[src/gpe_pkg.sv]
package gpe_pkg;

	localparam int PORT_WIDTH = 8;
	localparam logic [PORT_WIDTH-1:0] CHANGE_BITS = PORT_WIDTH'(8'hf0);
	localparam logic INT_RISING_EDGE_RST = 1'b1;

	typedef enum logic [1:0] {
		FUNC_WR_PORT = 2'd0,
		FUNC_WR_DIR  = 2'd1,
		FUNC_RD_PORT = 2'd2,
		FUNC_PIN_CHG = 2'd3
	} func_t;

	typedef enum logic {
		REG_INT_RISING_EDGE = 1'b0,
		REG_DRIVEN_PIN_MASK = 1'b1
	} reg_idx_t;

	typedef struct packed {
		logic                  int_rising_edge;
		logic [PORT_WIDTH-1:0] driven_pin_mask;
	} cfg_t;

	typedef struct packed {
		logic [PORT_WIDTH-1:0] pin_value;
		logic [PORT_WIDTH-1:0] write_latch;
		logic [PORT_WIDTH-1:0] direction;
	} port_state_t;

	typedef struct packed {
		func_t                 func;
		logic [PORT_WIDTH-1:0] wdata;
		logic [2:0]            pin_index;
		logic [PORT_WIDTH-1:0] ext_levels;
	} access_t;

	typedef struct packed {
		logic [PORT_WIDTH-1:0] read_data;
		logic [PORT_WIDTH-1:0] dir_out;
		logic                  edge_irq;
		logic                  change_irq;
	} result_t;

endpackage

[src/gpe_cfg.sv]
module gpe_cfg (
	input  logic                     clk,
	input  logic                     arst_n,
	input  logic                     cfg_we,
	input  logic                     cfg_index,
	input  logic [7:0]               cfg_wdata,
	output gpe_pkg::cfg_t            cfg
);

	gpe_pkg::cfg_t cfg_q;

	always_ff @(posedge clk or negedge arst_n) begin
		if (!arst_n) begin
			cfg_q.int_rising_edge <= gpe_pkg::INT_RISING_EDGE_RST;
			cfg_q.driven_pin_mask <= '0;
		end else if (cfg_we) begin
			case (gpe_pkg::reg_idx_t'(cfg_index))
				gpe_pkg::REG_INT_RISING_EDGE: cfg_q.int_rising_edge <= cfg_wdata[0];
				gpe_pkg::REG_DRIVEN_PIN_MASK:
					cfg_q.driven_pin_mask <= cfg_wdata[gpe_pkg::PORT_WIDTH-1:0];
				default: ;
			endcase
		end
	end

	assign cfg = cfg_q;

endmodule

[src/gpe_access.sv]
module gpe_access (
	input  gpe_pkg::access_t     acc,
	input  gpe_pkg::cfg_t        cfg,
	input  gpe_pkg::port_state_t cur,
	output gpe_pkg::port_state_t nxt,
	output gpe_pkg::result_t     res
);

	logic [gpe_pkg::PORT_WIDTH-1:0] prior;
	logic [gpe_pkg::PORT_WIDTH-1:0] flip;
	logic [gpe_pkg::PORT_WIDTH-1:0] take;
	logic [gpe_pkg::PORT_WIDTH-1:0] diff;

	always_comb begin
		nxt    = cur;
		prior  = cur.pin_value;
		flip   = cur.direction ^ acc.wdata;
		take   = cfg.driven_pin_mask & cur.direction;
		case (acc.func)
			gpe_pkg::FUNC_WR_PORT: begin
				nxt.write_latch = acc.wdata;
				nxt.pin_value   = acc.wdata;
			end
			gpe_pkg::FUNC_WR_DIR: begin
				prior           = (cur.pin_value & ~flip) | (cur.write_latch & flip);
				nxt.direction   = acc.wdata;
				nxt.pin_value   = cur.write_latch;
			end
			gpe_pkg::FUNC_RD_PORT: begin
				nxt.pin_value   = (cur.pin_value & ~take) | (acc.ext_levels & take);
			end
			gpe_pkg::FUNC_PIN_CHG: begin
				if (32'(acc.pin_index) < gpe_pkg::PORT_WIDTH) begin
					nxt.pin_value[acc.pin_index] = acc.wdata[0];
				end
			end
			default: ;
		endcase
	end

	assign diff           = prior ^ nxt.pin_value;
	assign res.read_data  = nxt.pin_value;
	assign res.dir_out    = nxt.direction;
	assign res.edge_irq   = diff[0] && (nxt.pin_value[0] == cfg.int_rising_edge);
	assign res.change_irq = |(diff & gpe_pkg::CHANGE_BITS & nxt.direction);

endmodule

[src/gpio_port_edge_interrupt.sv]
// 8-bit I/O port with a bit 0 edge interrupt and a change interrupt on bits 4 to 7.
//
// input channel: in_valid/in_ready carry one access beat (func, wdata, pin_index,
// ext_levels). func selects write port, write direction, read port or an
// external change to the pin given by pin_index.
// output channel: out_valid/out_ready carry one result beat per access: the pin
// value and direction after the access plus the two interrupt flags.
// configuration: cfg_we writes cfg_wdata into register cfg_index (0 edge select,
// 1 driven pin mask) on the same edge; write only while no access is in flight.
//
// path: the input register holds the access, then the result register the result.
// throughput: one access per cycle unless a held result stalls; the state update is
// one level of bitwise logic between the input register and the result register.
// reset: pins, latch and direction clear, edge select goes to rising, mask clears,
// both channels empty.
// stall: a held result keeps the result register; one more beat waits in the
// input register and in_ready drops until the result is taken.
module gpio_port_edge_interrupt (
	input  logic       clk,
	input  logic       arst_n,
	input  logic       cfg_we,
	input  logic       cfg_index,
	input  logic [7:0] cfg_wdata,
	input  logic       in_valid,
	output logic       in_ready,
	input  logic [1:0] func,
	input  logic [7:0] wdata,
	input  logic [2:0] pin_index,
	input  logic [7:0] ext_levels,
	output logic       out_valid,
	input  logic       out_ready,
	output logic [7:0] read_data,
	output logic [7:0] dir_out,
	output logic       edge_irq,
	output logic       change_irq
);

	gpe_pkg::cfg_t        cfg;
	gpe_pkg::access_t     acc_s1;
	logic                 valid_s1;
	gpe_pkg::port_state_t state_q;
	gpe_pkg::port_state_t state_nxt;
	gpe_pkg::result_t     res_nxt;
	gpe_pkg::result_t     res_q;
	logic                 out_valid_q;
	logic                 advance;

	gpe_cfg u_cfg (
		.clk       (clk),
		.arst_n    (arst_n),
		.cfg_we    (cfg_we),
		.cfg_index (cfg_index),
		.cfg_wdata (cfg_wdata),
		.cfg       (cfg)
	);

	gpe_access u_access (
		.acc (acc_s1),
		.cfg (cfg),
		.cur (state_q),
		.nxt (state_nxt),
		.res (res_nxt)
	);

	assign advance  = valid_s1 && (!out_valid_q || out_ready);
	assign in_ready = !valid_s1 || advance;

	always_ff @(posedge clk or negedge arst_n) begin
		if (!arst_n) begin
			valid_s1 <= 1'b0;
		end else if (in_ready) begin
			valid_s1 <= in_valid;
		end
	end

	always_ff @(posedge clk) begin
		if (in_valid && in_ready) begin
			acc_s1.func       <= gpe_pkg::func_t'(func);
			acc_s1.wdata      <= wdata[gpe_pkg::PORT_WIDTH-1:0];
			acc_s1.pin_index  <= pin_index;
			acc_s1.ext_levels <= ext_levels[gpe_pkg::PORT_WIDTH-1:0];
		end
	end

	always_ff @(posedge clk or negedge arst_n) begin
		if (!arst_n) begin
			state_q <= '0;
		end else if (advance) begin
			state_q <= state_nxt;
		end
	end

	always_ff @(posedge clk or negedge arst_n) begin
		if (!arst_n) begin
			out_valid_q <= 1'b0;
		end else if (advance) begin
			out_valid_q <= 1'b1;
		end else if (out_ready) begin
			out_valid_q <= 1'b0;
		end
	end

	always_ff @(posedge clk) begin
		if (advance) begin
			res_q <= res_nxt;
		end
	end

	assign out_valid  = out_valid_q;
	assign read_data  = 8'(res_q.read_data);
	assign dir_out    = 8'(res_q.dir_out);
	assign edge_irq   = res_q.edge_irq;
	assign change_irq = res_q.change_irq;

endmodule

[config.mk]
export PLATFORM = sky130hd
export DESIGN_NAME = gpio_port_edge_interrupt
export DESIGN_NICKNAME = d
export VERILOG_FILES = /design/src/gpe_pkg.sv /design/src/gpe_cfg.sv /design/src/gpe_access.sv /design/src/gpio_port_edge_interrupt.sv
export SDC_FILE = /design/constraint.sdc
export NUM_CORES = 1
export LEC_CHECK = 0
export BUFFER_PORTS_ARGS = -buffer_cell sky130_fd_sc_hd__buf_2
export CAP_MARGIN = 20
export CORE_UTILIZATION = 55
export CTS_CLUSTER_DIAMETER = 80
export DETAILED_ROUTE_END_ITERATION = 10
export GPL_ROUTABILITY_DRIVEN = 0
export PLACE_DENSITY = 0.78
export SLEW_MARGIN = 20
export SYNTH_ARGS = -nofsm -noshare
export SYNTH_HDL_FRONTEND = slang
export SYNTH_SLANG_ARGS = --single-unit
[constraint.sdc]
create_clock -name clk -period 2.93 [get_ports clk]
set_clock_uncertainty 0.1 [all_clocks]
set_input_delay 0.1465 -clock clk [delete_from_list [all_inputs] [get_ports clk]]
set_output_delay 0.1465 -clock clk [all_outputs]
set_load 0.05 [all_outputs]
# Word-level counts from Yosys, hierarchy flattened
# Index checks and enable logic that the tools add are counted.
[classes] shift=0 order_cmp=2 div_mod_pow=0 n_mux=8 multipliers=0 n_reduce_logical=14 n_bitwise=13 addsub=0 eq_ne=4
[op_table] operator="AND 8 bit" n=6
[op_table] operator="one-hot mux 8 bit (4 select lines)" n=1
[op_table] operator="2-to-1 mux 8 bit" n=2
[op_table] operator="NOT 8 bit" n=2
[op_table] operator="OR 8 bit" n=2
[op_table] operator="bitwise XOR 8 bit" n=2
[op_table] operator="bitwise mux 8 bit" n=1
[op_table] operator="OR reduction 8 bit" n=1
[op_table] operator="AND reduction 2 bit" n=3
[op_table] operator="== test 2 bit, second input constant" n=2
[op_table] operator="logical AND 1 bit" n=4
[op_table] operator="less-than comparator 3 x 4 -> 1 bit, second input constant" n=1
[op_table] operator="demux 1 bit (select 3 bit)" n=1
[op_table] operator="greater-or-equal comparator 3 x 1 -> 1 bit, second input constant" n=1
[op_table] operator="2-to-1 mux 1 bit" n=3
[op_table] operator="== test 2 x 1 -> 1 bit, second input constant" n=1
[op_table] operator="zero test 1 bit" n=2
[op_table] operator="zero test 2 bit" n=1
[op_table] operator="logical OR 1 bit" n=2
[op_table] operator="nonzero test 2 bit" n=1
[op_table] operator="== test 1 bit" n=1
[op_table] operator="NOT 1 bit" n=1
[word_totals] latchBits=0 word_cells=56 output_inout_bits=20 ramBits=0 romBits=0 ff_bits=74 mem_count=0

# Longest topological paths before layout
[depth] depth_word=9 depth_mapped=7 depth_no_buf=5

# By module
# Synthesis repeated with hierarchy kept, for this count alone.
[unflattened] cells_unflattened=252 area_unflattened_um2=3651.0
[by_module_without_submodules] module="gpio_port_edge_interrupt" instances=1 cells_per_inst=98 area_each_um2=2240.9
[by_module_without_submodules] module="gpe_access" instances=1 cells_per_inst=134 area_each_um2=1069.8
[by_module_without_submodules] module="gpe_cfg" instances=1 cells_per_inst=20 area_each_um2=340.3

# Worst setup path before layout
# No wires, ideal clock.
[synth_path] kind="reg-to-reg" from="register out_valid_q (netlist: out_valid)" to="register acc_s1[0] in the netlist's numbering (enable)" n_path_buf=0 arrival_ns=1.744 required_ns=2.451 setup_slack_ns=0.706 setup_ns=0.379 stages_incl_launch_ff=3 path_cell_list="dfrtp_1 -> nand3b_1 -> and2_1"
[synth_via] elab_chain_cells=5
[synth_lines] item="start, declared" line="gpio_port_edge_interrupt.sv:45" rtl="logic out_valid_q;"
[synth_lines] item="start signal, assigned" line="gpio_port_edge_interrupt.sv:95" rtl="out_valid_q <= 1'b0;"
[synth_lines] item="start signal, assigned" line="gpio_port_edge_interrupt.sv:97" rtl="out_valid_q <= 1'b1;"
[synth_lines] item="start signal, assigned" line="gpio_port_edge_interrupt.sv:99" rtl="out_valid_q <= 1'b0;"
[synth_lines] item="zero test 1 bit" line="gpio_port_edge_interrupt.sv:65" rtl="assign advance = valid_s1 && (!out_valid_q || out_ready);"
[synth_lines] item="logical OR 1 bit" line="gpio_port_edge_interrupt.sv:65"
[synth_lines] item="logical AND 1 bit" line="gpio_port_edge_interrupt.sv:65"
[synth_lines] item="logical OR 1 bit" line="gpio_port_edge_interrupt.sv:66" rtl="assign in_ready = !valid_s1 || advance;"
[synth_lines] item="net in_ready" line="gpio_port_edge_interrupt.sv:25" rtl="output logic in_ready,"
[synth_lines] item="logical AND 1 bit" line="gpio_port_edge_interrupt.sv:77" rtl="if (in_valid && in_ready) begin"
[synth_lines] item="end, declared" line="gpio_port_edge_interrupt.sv:39" rtl="gpe_pkg::access_t acc_s1;"
# The timed path passes the listed nets, and every way through them passes these cells.
# A chain may end at the register's enable or synchronous reset.

==> metrics.txt <==
PnR worst setup slack=0.4450 ns; Root Buffer=clkbuf_8; worst vdd ir=429.9 µV; hold endpoint=u_cfg.cfg[8]; Util after Layout=71.09%; overall power=3.208 mW; Fin. Hold Viols=0; r2r setup slk=0.45 ns; Critical Path RT=2.92 ns; Leak Pwr=1.754 nW; worst reg2reg path startpoint=acc_s1[19]; failing checks=design-rule violations; gr usage total=23.85%; DR vias/cell=5.468; first-pass GRT wire length=10910 µm; EDFF count, synth=39; Skew-Pair Late Insertion Delay=0.36 ns; initial antenna violation count=0; worst slack, placed=0.4807 ns; Pre-Repair DR Iteration Count=8; DRC=1; num ports=55; H-tree levels=3; Max-Cap Viols=0; hpwl dp=4239 µm; minimum clock period=2.485 ns; area leader, netlist=edfxtp_1; syn avg cell area=14.33 µm²; critical setup path kind=register to register; # rows=28; final std cells w/o fill=404; CTS tree=built; Clock transition at path regs=0.08 ns; Initial DRC Count=76; aggregate routed wire length=6813 µm; Post-DP Area=3652 µm²; DR WL/cell=16.86 µm; vias in the first global route=2213; hold path startpoint=cfg_index; setup violators final=0; dpl cells=355; clock sink total=74; number of synthesized register bits=74; Seq/Total Area, Yosys=61.36%; primary flip-flop cell chosen by synthesis mapping=edfxtp_1; worst hold margin=0.05077 ns; Syn. warnings=0; Port Buffer Count=54; grt total ovfl=0; status=finished with violations; CP Launch Point=acc_s1[19]; RSZ-0062 raised after global routing=false; CP endpoint kind=register; Final #Nets=359; CP arrival=2.47 ns; share of layout cells above drive strength 1=37.69%; hold path depth=3; worst-path maximum fanout=11; largest net degree at the start of global routing=36; Layout Area Growth over Synthesis=25.34%; R2R depth=5; Num CTS Buffers=9; Syn Nets=268; synthesized instance count=233; fin area=4184 µm²; slew margin rel.=45.30%; Slew @ Worst Pin=0.8205 ns; antenna-violating nets left=0; Die Wd=79.91 µm; Netlist Area Pre-Place=3338 µm²; Resized cells post-CTS=0; Critical Path Start Type=register; synth top area cells=edfxtp_1 (35%), dfrtp_1 (25%), mux2_2 (13%), nand2_1 (3.5%), mux2i_1 (3.0%); diode count=0; R2R Path End=change_irq; Slew Viols, Final=0; area of the core=5886 µm²; Die Y=79.91 µm; final cycle utilization of the critical path=84.81%; Post-synth top cells=edfxtp_1 (39), mux2_2 (39), dfrtp_1 (34); min-delay worst type=input pin to register; count of cell types in the netlist=43; FMAX=402.4 MHz; Die Area=6385 µm²; Initial Util=56.72%; vias post-DR=2209; Post-synth ARST share=47.30%; post-synth top area share=35.08%; clk buf depth=2; PD cells=766.6 nW/µm²; Setup TNS=0 ns
## cell families after synthesis
logic type	Yosys count	share of synthesized area, %
muxes	53	18.85
AOI/OAI and AO/OA	28	7.271
and+or+nand+nor	61	9.408
DFF	74	61.36
buffers and inverters	16	2.849
xor gates and xnor gates	1	0.2624
## power breakdown
| group | total (mW) | internal (mW) | switching [mW] |
|---|---|---|---|
| Combinational | 0.873 | 0.404 | 0.469 |
| Sequential | 1.53 | 1.35 | 0.181 |
| Clock | 0.801 | 0.400 | 0.401 |
| Total | 3.21 | 2.16 | 1.05 |
## what timing repair did
item                                   CTS  global route
endpoints found under the hold margin   66             0
setup endpoints to repair                0             0
setup buffers                            0             0
hold buffers                            33             0
## cell usage in the layout, fill, tap and decap left out, types with 2 or more instances in the layout
| master | n |
|---|---|
| nor2b_1 | 3 |
| nor2_1 | 3 |
| inv_6 | 2 |
| clkbuf_8 | 9 |
| buf_2 | 54 |
| a311oi_1 | 4 |
| edfxtp_1 | 39 |
| mux2_2 | 39 |
| o211ai_1 | 6 |
| or3_1 | 2 |
| nand2_1 | 31 |
| o311a_1 | 2 |
| and2_1 | 2 |
| mux4_2 | 4 |
| a21boi_0 | 3 |
| dfrtp_1 | 34 |
| clkinv_4 | 2 |
| buf_4 | 3 |
| dlygate4sd3_1 | 33 |
| nand3_1 | 4 |
| a31oi_1 | 2 |
| mux2i_1 | 10 |
| nand2b_1 | 6 |
| nand3b_1 | 4 |
| inv_1 | 5 |
| a21oi_1 | 2 |
## worst max-delay path: stages, from the launching register on
cell and delay (ns):
edfxtp_1 0.56, and2_2 0.33, a311oi_1 0.41, a2bb2oi_1 0.13, o311a_1 0.16, or4_1 0.53
## sequential cells by signal (all words and copies together), names as in the netlist
register and flops:
u_cfg.cfg 9, read_data 8, change_irq 1, edge_irq 1, out_valid 1, state_q 24
valid_s1 1, acc_s1 21, dir_out 8
## metal layers
layer  GRT usage (%)  part of all wire [%]
met3           4.114                   3.2
met5               0                     0
met4           13.39                   2.2
met1           31.21                    43
met2           37.69                    51
## worst max path at each step
stage	endpoint	slack [ns]
final	change_irq	0.45
after floorplan	acc_s1[0]	0.71
after global placement	change_irq	0.56
after CTS	change_irq	0.46
after global routing	change_irq	0.27
after detailed placement	change_irq	0.48
## cell type report
class / instances / area (µm²)
Inverter: 6 / 22.52
Timing Repair Buffer: 90 / 623.1
Fill cell: 440 / 1702
Multi-Input combinational cell: 143 / 1195
Sequential cell: 74 / 2048
Clock buffer: 9 / 123.9
Tap cell: 75 / 93.84
Clock inverter: 7 / 77.57
Note: power is estimated with default switching activity, not from simulation.
